$ cat src/atc_pkg.sv
`default_nettype none

package atc_pkg;

   // counter and result widths
   localparam int COUNT_BITS         = 16;
   localparam int MAX_PRESCALER_STEP = 5;
   localparam int RPM_BITS           = 30;
   localparam int DIV_STEPS          = RPM_BITS;
   localparam int DIV_CNT_BITS       = $clog2(DIV_STEPS + 1);

   // ticks per minute at the undivided counter clock
   localparam logic [RPM_BITS-1:0] RPM_NUMERATOR = 30'd960000000;
   localparam logic [COUNT_BITS-1:0] COUNT_MAX = {COUNT_BITS{1'b1}};

   // event codes
   typedef enum logic [1:0] {
      CMD_START    = 2'd0,
      CMD_STOP     = 2'd1,
      CMD_OVERFLOW = 2'd2,
      CMD_CAPTURE  = 2'd3
   } command_type;

   // operating modes
   typedef enum logic [1:0] {
      MODE_STOPPED     = 2'd0,
      MODE_RUNNING     = 2'd1,
      MODE_CALIBRATING = 2'd2,
      MODE_SYNC        = 2'd3
   } mode_type;

   typedef struct packed {
      command_type           command;
      logic [COUNT_BITS-1:0] capture_count;
   } req_type;

   typedef struct packed {
      mode_type              mode;
      logic [2:0]            prescaler_step;
      logic [2:0]            counter_select;
      logic                  clear_counter;
      logic [COUNT_BITS-1:0] period;
      logic                  calibration_error;
      logic [RPM_BITS-1:0]   rpm;
   } rsp_type;

   // controller to datapath
   typedef struct packed {
      logic update;
      logic div_load;
      logic div_step;
      logic out_load;
   } ctrl_cmd_type;

   // datapath to controller
   typedef struct packed {
      logic div_last;
      logic out_busy;
   } dp_status_type;

   // the dividers are powers of two, so the numerator is pre-shifted
   function automatic logic [RPM_BITS-1:0] rpm_numerator(input logic [2:0] step);
      logic [RPM_BITS-1:0] num;
      begin
         case (step)
            3'd1:    num = RPM_NUMERATOR;
            3'd2:    num = RPM_NUMERATOR >> 3;
            3'd3:    num = RPM_NUMERATOR >> 6;
            3'd4:    num = RPM_NUMERATOR >> 8;
            3'd5:    num = RPM_NUMERATOR >> 10;
            default: num = '0;
         endcase
         return num;
      end
   endfunction

   // prescaler steps that carry a divider
   function automatic logic has_divider(input logic [2:0] step);
      return (step >= 3'd1) && (step <= 3'd5);
   endfunction

endpackage

`default_nettype wire

$ cat src/atc_ctrl.sv
`default_nettype none

module atc_ctrl (
   input  wire logic                  clock,
   input  wire logic                  reset,
   input  wire logic                  req_valid,
   output logic                       req_stall,
   input  wire atc_pkg::dp_status_type status,
   output atc_pkg::ctrl_cmd_type      cmd
);

   typedef enum logic [3:0] {
      ST_IDLE   = 4'b0001,
      ST_LOAD   = 4'b0010,
      ST_DIVIDE = 4'b0100,
      ST_EMIT   = 4'b1000
   } state_type;

   state_type state_ff;
   state_type state_in;

   // transaction acceptance only while idle
   assign req_stall = (state_ff != ST_IDLE);

   // next state and commands
   always_comb begin
      state_in     = state_ff;
      cmd.update   = 1'b0;
      cmd.div_load = 1'b0;
      cmd.div_step = 1'b0;
      cmd.out_load = 1'b0;
      case (state_ff)
         ST_IDLE: begin
            if (req_valid) begin
               cmd.update = 1'b1;
               state_in   = ST_LOAD;
            end
         end
         ST_LOAD: begin
            cmd.div_load = 1'b1;
            state_in     = ST_DIVIDE;
         end
         ST_DIVIDE: begin
            cmd.div_step = 1'b1;
            if (status.div_last) begin
               state_in = ST_EMIT;
            end
         end
         ST_EMIT: begin
            if (!status.out_busy) begin
               cmd.out_load = 1'b1;
               state_in     = ST_IDLE;
            end
         end
         default: begin
            state_in = ST_IDLE;
         end
      endcase
   end

   // state register
   always_ff @(posedge clock) begin
      if (reset) begin
         state_ff <= ST_IDLE;
      end else begin
         state_ff <= state_in;
      end
   end

endmodule

`default_nettype wire

$ cat src/atc_dpath.sv
`default_nettype none

module atc_dpath (
   input  wire logic                  clock,
   input  wire logic                  reset,
   input  wire logic                  csr_write_enable,
   input  wire logic                  csr_write_data,
   input  wire atc_pkg::req_type      req_data,
   output logic                       rsp_valid,
   input  wire logic                  rsp_stall,
   output atc_pkg::rsp_type           rsp_data,
   input  wire atc_pkg::ctrl_cmd_type cmd,
   output atc_pkg::dp_status_type     status
);

   localparam int CB = atc_pkg::COUNT_BITS;
   localparam int RB = atc_pkg::RPM_BITS;
   localparam int NB = atc_pkg::DIV_CNT_BITS;

   logic                auto_recal_ff;
   atc_pkg::mode_type   mode_ff,      mode_in;
   logic [2:0]          prescaler_ff, prescaler_in;
   logic [2:0]          clk_sel_ff,   clk_sel_in;
   logic [CB-1:0]       last_count_ff, last_count_in;
   logic [CB-1:0]       period_ff,    period_in;
   logic                overrun_ff,   overrun_in;
   logic                error_ff,     error_in;
   logic                clear_ff,     clear_in;

   logic [CB-1:0]       rem_ff,  rem_in;
   logic [RB-1:0]       quo_ff,  quo_in;
   logic [NB-1:0]       div_cnt_ff, div_cnt_in;
   logic [CB:0]         rem_shift;
   logic [CB:0]         rem_diff;
   logic                rem_ge;

   logic                rsp_valid_ff, rsp_valid_in;
   atc_pkg::rsp_type    rsp_data_ff,  rsp_data_in;

   logic [3:0]          next_step;
   logic [CB-1:0]       count;

   assign count     = req_data.capture_count;
   assign next_step = {1'b0, prescaler_ff} + 4'd1;

   // configuration register
   always_ff @(posedge clock) begin
      if (reset) begin
         auto_recal_ff <= 1'b0;
      end else if (csr_write_enable) begin
         auto_recal_ff <= csr_write_data;
      end
   end

   // event handling
   always_comb begin
      mode_in       = mode_ff;
      prescaler_in  = prescaler_ff;
      clk_sel_in    = clk_sel_ff;
      last_count_in = last_count_ff;
      period_in     = period_ff;
      overrun_in    = overrun_ff;
      error_in      = error_ff;
      clear_in      = clear_ff;
      if (cmd.update) begin
         clear_in = 1'b0;
         case (req_data.command)
            atc_pkg::CMD_START: begin
               mode_in      = atc_pkg::MODE_SYNC;
               error_in     = 1'b0;
               overrun_in   = 1'b0;
               clear_in     = 1'b1;
               prescaler_in = 3'd1;
               if (3'd1 <= 3'(atc_pkg::MAX_PRESCALER_STEP)) begin
                  clk_sel_in = 3'd1;
               end
            end
            atc_pkg::CMD_STOP: begin
               prescaler_in = 3'd0;
               mode_in      = atc_pkg::MODE_STOPPED;
               clk_sel_in   = 3'd0;
            end
            atc_pkg::CMD_OVERFLOW: begin
               case (mode_ff)
                  atc_pkg::MODE_RUNNING: begin
                     overrun_in = 1'b1;
                  end
                  atc_pkg::MODE_CALIBRATING: begin
                     // search moves to the next divider, wrapping or stopping past the last one
                     clk_sel_in = 3'd0;
                     mode_in    = atc_pkg::MODE_SYNC;
                     if (next_step > 4'(atc_pkg::MAX_PRESCALER_STEP)) begin
                        error_in = 1'b1;
                        if (auto_recal_ff) begin
                           prescaler_in = 3'd1;
                        end else begin
                           prescaler_in = next_step[2:0];
                           mode_in      = atc_pkg::MODE_STOPPED;
                        end
                     end else begin
                        prescaler_in = next_step[2:0];
                     end
                  end
                  atc_pkg::MODE_STOPPED: begin
                     clk_sel_in = 3'd0;
                  end
                  default: begin
                  end
               endcase
            end
            default: begin
               case (mode_ff)
                  atc_pkg::MODE_RUNNING: begin
                     if (overrun_ff) begin
                        // one overflow between edges
                        if (last_count_ff < count) begin
                           if (auto_recal_ff) begin
                              mode_in = atc_pkg::MODE_CALIBRATING;
                           end else begin
                              mode_in    = atc_pkg::MODE_STOPPED;
                              clk_sel_in = 3'd0;
                           end
                        end else begin
                           period_in = atc_pkg::COUNT_MAX - last_count_ff + count;
                        end
                        overrun_in = 1'b0;
                     end else begin
                        period_in = count - last_count_ff;
                     end
                     last_count_in = count;
                  end
                  atc_pkg::MODE_SYNC: begin
                     mode_in  = atc_pkg::MODE_CALIBRATING;
                     clear_in = 1'b1;
                     if (prescaler_ff <= 3'(atc_pkg::MAX_PRESCALER_STEP)) begin
                        clk_sel_in = prescaler_ff;
                     end
                  end
                  atc_pkg::MODE_CALIBRATING: begin
                     last_count_in = count;
                     period_in     = count;
                     overrun_in    = 1'b0;
                     error_in      = 1'b0;
                     mode_in       = atc_pkg::MODE_RUNNING;
                  end
                  default: begin
                     clk_sel_in = 3'd0;
                  end
               endcase
            end
         endcase
      end
   end

   // tachometer state
   always_ff @(posedge clock) begin
      if (reset) begin
         mode_ff       <= atc_pkg::MODE_STOPPED;
         prescaler_ff  <= 3'd0;
         clk_sel_ff    <= 3'd0;
         last_count_ff <= atc_pkg::COUNT_MAX;
         period_ff     <= '0;
         overrun_ff    <= 1'b0;
         error_ff      <= 1'b0;
         clear_ff      <= 1'b0;
      end else begin
         mode_ff       <= mode_in;
         prescaler_ff  <= prescaler_in;
         clk_sel_ff    <= clk_sel_in;
         last_count_ff <= last_count_in;
         period_ff     <= period_in;
         overrun_ff    <= overrun_in;
         error_ff      <= error_in;
         clear_ff      <= clear_in;
      end
   end

   // restoring divider, one quotient bit per cycle
   assign rem_shift = {rem_ff, quo_ff[RB-1]};
   assign rem_diff  = rem_shift - {1'b0, period_ff};
   assign rem_ge    = (rem_shift >= {1'b0, period_ff});

   always_comb begin
      rem_in     = rem_ff;
      quo_in     = quo_ff;
      div_cnt_in = div_cnt_ff;
      if (cmd.div_load) begin
         rem_in     = '0;
         quo_in     = atc_pkg::rpm_numerator(prescaler_ff);
         div_cnt_in = NB'(atc_pkg::DIV_STEPS);
      end else if (cmd.div_step) begin
         rem_in     = rem_ge ? rem_diff[CB-1:0] : rem_shift[CB-1:0];
         quo_in     = {quo_ff[RB-2:0], rem_ge};
         div_cnt_in = div_cnt_ff - NB'(1);
      end
   end

   always_ff @(posedge clock) begin
      if (reset) begin
         div_cnt_ff <= '0;
      end else begin
         div_cnt_ff <= div_cnt_in;
      end
   end

   always_ff @(posedge clock) begin
      rem_ff <= rem_in;
      quo_ff <= quo_in;
   end

   assign status.div_last = (div_cnt_ff == NB'(1));
   assign status.out_busy = rsp_valid_ff && rsp_stall;

   // result register
   always_comb begin
      rsp_data_in                   = rsp_data_ff;
      rsp_data_in.mode              = mode_ff;
      rsp_data_in.prescaler_step    = prescaler_ff;
      rsp_data_in.counter_select    = clk_sel_ff;
      rsp_data_in.clear_counter     = clear_ff;
      rsp_data_in.period            = period_ff;
      rsp_data_in.calibration_error = error_ff;
      rsp_data_in.rpm               = (atc_pkg::has_divider(prescaler_ff) &&
                                       (period_ff != '0)) ? quo_ff : '0;
      rsp_valid_in = rsp_valid_ff && rsp_stall;
      if (cmd.out_load) begin
         rsp_valid_in = 1'b1;
      end
   end

   always_ff @(posedge clock) begin
      if (reset) begin
         rsp_valid_ff <= 1'b0;
      end else begin
         rsp_valid_ff <= rsp_valid_in;
      end
   end

   always_ff @(posedge clock) begin
      if (cmd.out_load) begin
         rsp_data_ff <= rsp_data_in;
      end
   end

   assign rsp_valid = rsp_valid_ff;
   assign rsp_data  = rsp_data_ff;

   // a new result never overwrites one still waiting
   a_no_overwrite: assert property (@(posedge clock) disable iff (reset)
      !(cmd.out_load && rsp_valid_ff && rsp_stall))
      else $error("result loaded over a pending transaction");

   // divider runs its full length after a load
   a_div_load: assert property (@(posedge clock) disable iff (reset)
      cmd.div_load |=> (div_cnt_ff == NB'(atc_pkg::DIV_STEPS)))
      else $error("divider count not loaded");

   // start always enters synchronizing with a counter clear
   a_start: assert property (@(posedge clock) disable iff (reset)
      (cmd.update && (req_data.command == atc_pkg::CMD_START)) |=>
      ((mode_ff == atc_pkg::MODE_SYNC) && clear_ff && (prescaler_ff == 3'd1)))
      else $error("start did not resynchronize");

endmodule

`default_nettype wire

$ cat src/autoranging_tachometer_capture_top.sv
// a transaction passes the LOAD, DIVIDE and EMIT states; EMIT waits while the output is stalled
// one transaction at a time, its rpm computed by the 30-step serial rpm divider
// the input is taken again once the result sits in the output register
// reset: synchronous, active high; clears mode, prescaler, clock select and flags,
// sets the last capture to all ones and auto_recalibrate to 0
`default_nettype none

module autoranging_tachometer_capture_top (
   input  wire logic             clock,
   input  wire logic             reset,
   input  wire logic             csr_write_enable,
   input  wire logic             csr_write_data,
   input  wire logic             req_valid,
   output logic                  req_stall,
   input  wire atc_pkg::req_type req_data,
   output logic                  rsp_valid,
   input  wire logic             rsp_stall,
   output atc_pkg::rsp_type      rsp_data
);

   atc_pkg::ctrl_cmd_type  cmd;
   atc_pkg::dp_status_type status;

   // sequencing
   atc_ctrl u_ctrl (
      .clock     (clock),
      .reset     (reset),
      .req_valid (req_valid),
      .req_stall (req_stall),
      .status    (status),
      .cmd       (cmd)
   );

   // event state, divider and result register
   atc_dpath u_dpath (
      .clock            (clock),
      .reset            (reset),
      .csr_write_enable (csr_write_enable),
      .csr_write_data   (csr_write_data),
      .req_data         (req_data),
      .rsp_valid        (rsp_valid),
      .rsp_stall        (rsp_stall),
      .rsp_data         (rsp_data),
      .cmd              (cmd),
      .status           (status)
   );

endmodule

`default_nettype wire

$ cat config.mk
export PLATFORM = sky130hd
export DESIGN_NAME = autoranging_tachometer_capture_top
export DESIGN_NICKNAME = d
export VERILOG_FILES = /design/src/atc_pkg.sv /design/src/atc_ctrl.sv /design/src/atc_dpath.sv /design/src/autoranging_tachometer_capture_top.sv
export SDC_FILE = /design/constraint.sdc
export NUM_CORES = 1
export LEC_CHECK = 0
export BUFFER_PORTS_ARGS = -buffer_cell sky130_fd_sc_hd__buf_2
export CORE_UTILIZATION = 60
export CTS_CLUSTER_DIAMETER = 50
export DETAILED_ROUTE_END_ITERATION = 6
export HOLD_SLACK_MARGIN = 0.03
export PLACE_DENSITY_LB_ADDON = 0.2
export SYNTH_ARGS = -nofsm -noshare
export SYNTH_HDL_FRONTEND = slang
export SYNTH_SLANG_ARGS = --single-unit
$ cat constraint.sdc
create_clock -name clock -period 5.3 [get_ports clock]
set_clock_uncertainty 0.15 [all_clocks]
set_input_delay 1.06 -clock clock [delete_from_list [all_inputs] [get_ports clock]]
set_output_delay 1.06 -clock clock [all_outputs]
set_load 0.1 [all_outputs]
==> results.sh <==
export IMPL_syn_area_per_cell_um2=9.893
export IMPL_synth_area_um2=8379
export IMPL_cts_buffers=17
export IMPL_path_common_cell="a21oi_1"
export IMPL_dp_hpwl_um=13530
export IMPL_syn_to_final_growth_pct=12.45
export IMPL_layout_worst_path_cycle_share=0.6388
export IMPL_outcome="completed"
export IMPL_drt_iter0_markers=517
export IMPL_start_util=0.6229
export IMPL_ant_nets=0
export IMPL_cts_resized=0
export IMPL_synth_largest_area_cell="edfxtp_1"
export IMPL_cts_tree="done"
export IMPL_holdBufCountCts=0
export IMPL_async_flop_share=0
export IMPL_netlist_top_cells_area="edfxtp_1 31%, dfxtp_1 17%, ha_1 8.1%"
export IMPL_ys_flop_type="edfxtp_1"
export IMPL_synth_simple_area_share=0.1580
export IMPL_seqPwrFrac=0.358
export IMPL_rrSetupSlack_ps=1910
export IMPL_via_per_inst=6.007
export IMPL_cts_sinks=156
export IMPL_grtUsageTotal=0.2711
export IMPL_wl_per_cell_um=17.26
export IMPL_antenna_cells=0
export IMPL_clk_pin_slew_worst_paths_ps=60
export IMPL_drc=0
export IMPL_synth_cell_types=70
export IMPL_power_density_nw_per_um2=455.9
export IMPL_synth_edf_count=86
export IMPL_synth_top_cell_area_share=0.3082
export IMPL_htree_levels=4
export IMPL_place_ws_ps=1658
export IMPL_fin_tns_setup_ps=0
export IMPL_grt_max_degree=45
export IMPL_synth_fa_ha_area_frac=0.08780
export IMPL_sw_frac_of_total=0.3768
export IMPL_antenna_found_initial=0
export IMPL_io_buffers=81
export IMPL_critical_path_max_stage_delay_ps=1030
export IMPL_core_area_um2=13450
export IMPL_cp_top_family="compound AO/OA/AOI/OAI gates"
export IMPL_synth_xor_area_frac=0.03345
export IMPL_die_height_um=120.2
export IMPL_grt_pass1_vias=6102
export IMPL_worst_slack_ps=1915
export IMPL_syn_inst=847
export IMPL_layout_common_cells="114 x nand2_1, 86 x edfxtp_1, 81 x buf_2"
export IMPL_dieArea_um2=14440
export IMPL_drive_above_1_share=0.1481
export IMPL_required_ps=5460
export IMPL_hold_path_startpoint="u_dpath.clear_ff$_SDFFE_PP0P_"
export IMPL_yosysWarnings=0
export IMPL_power_frac_clock=0.273
export IMPL_gp_congestion=0.9070
export IMPL_period_needed_ps=3385
export IMPL_reg2regPathDepth=9
export IMPL_rsz0062_at_grt="false"
export IMPL_critPathSlowestCell="a41oi_2"
export IMPL_critPathBufInv=1
export IMPL_io_pins=82
export IMPL_p_leak_nw=3.812
export IMPL_p_switching_mw=1.618
export IMPL_clk_latency_ps=430
export IMPL_clockRootBuffer="clkbuf_16"
export IMPL_tightest_slew_ps=1241
export IMPL_reg2reg_to="u_dpath.rem_ff[13]$_SDFFE_PP0P_"
export IMPL_relSlewSlack=0.1728
export IMPL_fp_dieW_um=120.2
export IMPL_grt_pass1_wl_um=30390
export IMPL_synth_compound_area_frac=0.1880
export IMPL_hold_viol_final=0
export IMPL_critPathMaxFanout=27
export IMPL_overflow=0
export IMPL_first_pass_iters=5
export IMPL_post_cts_buffers=0
export IMPL_ys_seq_area_frac=0.4754
export IMPL_synth_top_family_by_area="compound AO/OA/AOI/OAI gates"
export IMPL_final_common_cell="nand2_1"
export IMPL_fp_row_count=42
export IMPL_vias=6614
export IMPL_cts_buffer_depth=2
export IMPL_ir_drop_mv=0.2819
export IMPL_pwr_share_comb=0.369
export IMPL_whs_path_depth=0
export IMPL_max_freq_mhz=295.4
export IMPL_path_cells="inv_1 -> ha_1 -> a21oi_1 -> o211ai_1 -> a21oi_1 -> nand3_1 -> a41oi_2 -> nand2b_1 -> o21ai_0"
export IMPL_arrival_ps=3540
export IMPL_p_int_mw=2.677
export IMPL_critPathKind="reg2reg"
export IMPL_synthMuxAreaShare=0.006122
export IMPL_cap_violations=0
export IMPL_slew_viol_final=0
export IMPL_setup_viol=0
export IMPL_worstSetupStartpoint="u_dpath.period_ff[6]$_SDFFE_PP0P_"
export IMPL_ys_ff_latch=156
export IMPL_synth_nets=928
export IMPL_nets=993
export IMPL_wl_um=19000
export IMPL_crit_path_end_kind="flip-flop"
export IMPL_worst_setup_path_start_kind="flip-flop"
export IMPL_reg2reg_from="u_dpath.period_ff[6]$_SDFFE_PP0P_"
export IMPL_hp_class="reg2reg"
export IMPL_fillers=1086
export IMPL_hold_end="u_dpath.rsp_data[47]$_DFFE_PP_"
-- power by group through the flow --
stage / registers [mW] / logic (mW) / clock network, mW
floorplan: 1.54 / 1.24 / 0
global placement: 1.55 / 1.49 / 0
detailed placement: 1.56 / 1.53 / 0
CTS: 1.54 / 1.56 / 1.18
global route: 1.55 / 1.74 / 1.23
finish: 1.54 / 1.58 / 1.17
-- worst register-to-register path, stage by stage (launching register included) --
cell and delay [ps]:
dfxtp_1 350, inv_1 80, ha_1 360, a21oi_1 390, o211ai_1 130, a21oi_1 190
nand3_1 150, a41oi_2 1030, nand2b_1 320, o21ai_0 120
-- area by class of cell --
| cell class | count | area (µm²) | share of cell area |
|---|---|---|---|
| clock buffer | 17 | 425.4 | 0.04515 |
| clock inverter | 15 | 137.6 | 0.01461 |
| inverter | 58 | 217.7 | 0.02310 |
| multi-input combinational | 593 | 3995 | 0.4240 |
| sequential | 156 | 3984 | 0.4228 |
| tap | 176 | 220.2 | 0.02337 |
| timing repair buffer | 86 | 442.9 | 0.04701 |
-- worst max-delay path by stage --
stage	end	slack (ps)	depth (start not counted)
after floorplan	u_dpath.rsp_data[0]$_SDFFCE_PN0P_	930	1
after global placement	u_dpath.period_ff[1]$_SDFFE_PP0P_	1730	9
after detailed placement	u_dpath.period_ff[1]$_SDFFE_PP0P_	1660	9
after CTS	u_ctrl.state_ff[0]$_SDFFE_PP1P_	1960	5
after global routing	u_dpath.rem_ff[15]$_SDFFE_PP0P_	1680	9
final	u_dpath.rem_ff[13]$_SDFFE_PP0P_	1910	9
-- routing by layer --
metal | GRT usage | part of all wire
met5 | 0 | 0
met4 | 0.1047 | 0.018
met3 | 0.04670 | 0.054
met2 | 0.4429 | 0.48
met1 | 0.3600 | 0.45
-- cell families (layout without fill, tap and decap cells) --
kind of cell / count (synthesis) / count (layout)
XOR/XNOR: 32 / 32
AND/OR/NAND/NOR: 272 / 272
multiplexers: 5 / 5
buffers and inverters: 98 / 176
flip-flops: 156 / 156
adder cells (fa/ha/maj): 57 / 57
AO/OA/AOI/OAI: 227 / 227
-- stage by stage --
stage | hold WS (ps) | area, µm² | std cells | total power [mW] | utilization
finish | 294.6 | 9423 | 1101 | 4.295 | 0.7004
global route | 304.5 | 9423 | 1101 | 4.517 | 0.7004
CTS | 292.6 | 9423 | 1101 | 4.270 | 0.7004
detailed placement | 277.4 | 8860 | 1069 | 3.092 | 0.6586
global placement | 276.5 | 8860 | 1069 | 3.045 | 0.6586
floorplan | 257.9 | 8379 | 847 | 2.779 | -
-- cell usage after synthesis, drive strengths merged (14+ instances only) --
master  number
a211oi      20
nand2      114
nor2        49
dfxtp       70
buf         16
a21oi       61
xor2        14
edfxtp      86
xnor2       18
a21o        14
and2        30
o211ai      20
inv         57
o21ai       41
ha          54
nand3       15
clkbuf      24
-- state kept, by name, summed over array words and instances (netlist names) --
| name | cells |
|---|---|
| u_dpath.last_count_ff | 16 |
| u_dpath.quo_ff | 30 |
| u_dpath.prescaler_ff | 3 |
| u_dpath.error_ff | 1 |
| u_dpath.div_cnt_ff | 5 |
| u_dpath.overrun_ff | 1 |
| u_dpath.rsp_data | 56 |
| u_dpath.auto_recal_ff | 1 |
| u_dpath.rem_ff | 16 |
| u_dpath.clk_sel_ff | 3 |
| u_dpath.clear_ff | 1 |
| u_ctrl.state_ff | 4 |
| u_dpath.mode_ff | 2 |
| u_dpath.rsp_valid | 1 |
| u_dpath.period_ff | 16 |
(Power assumes the default switching activity.)
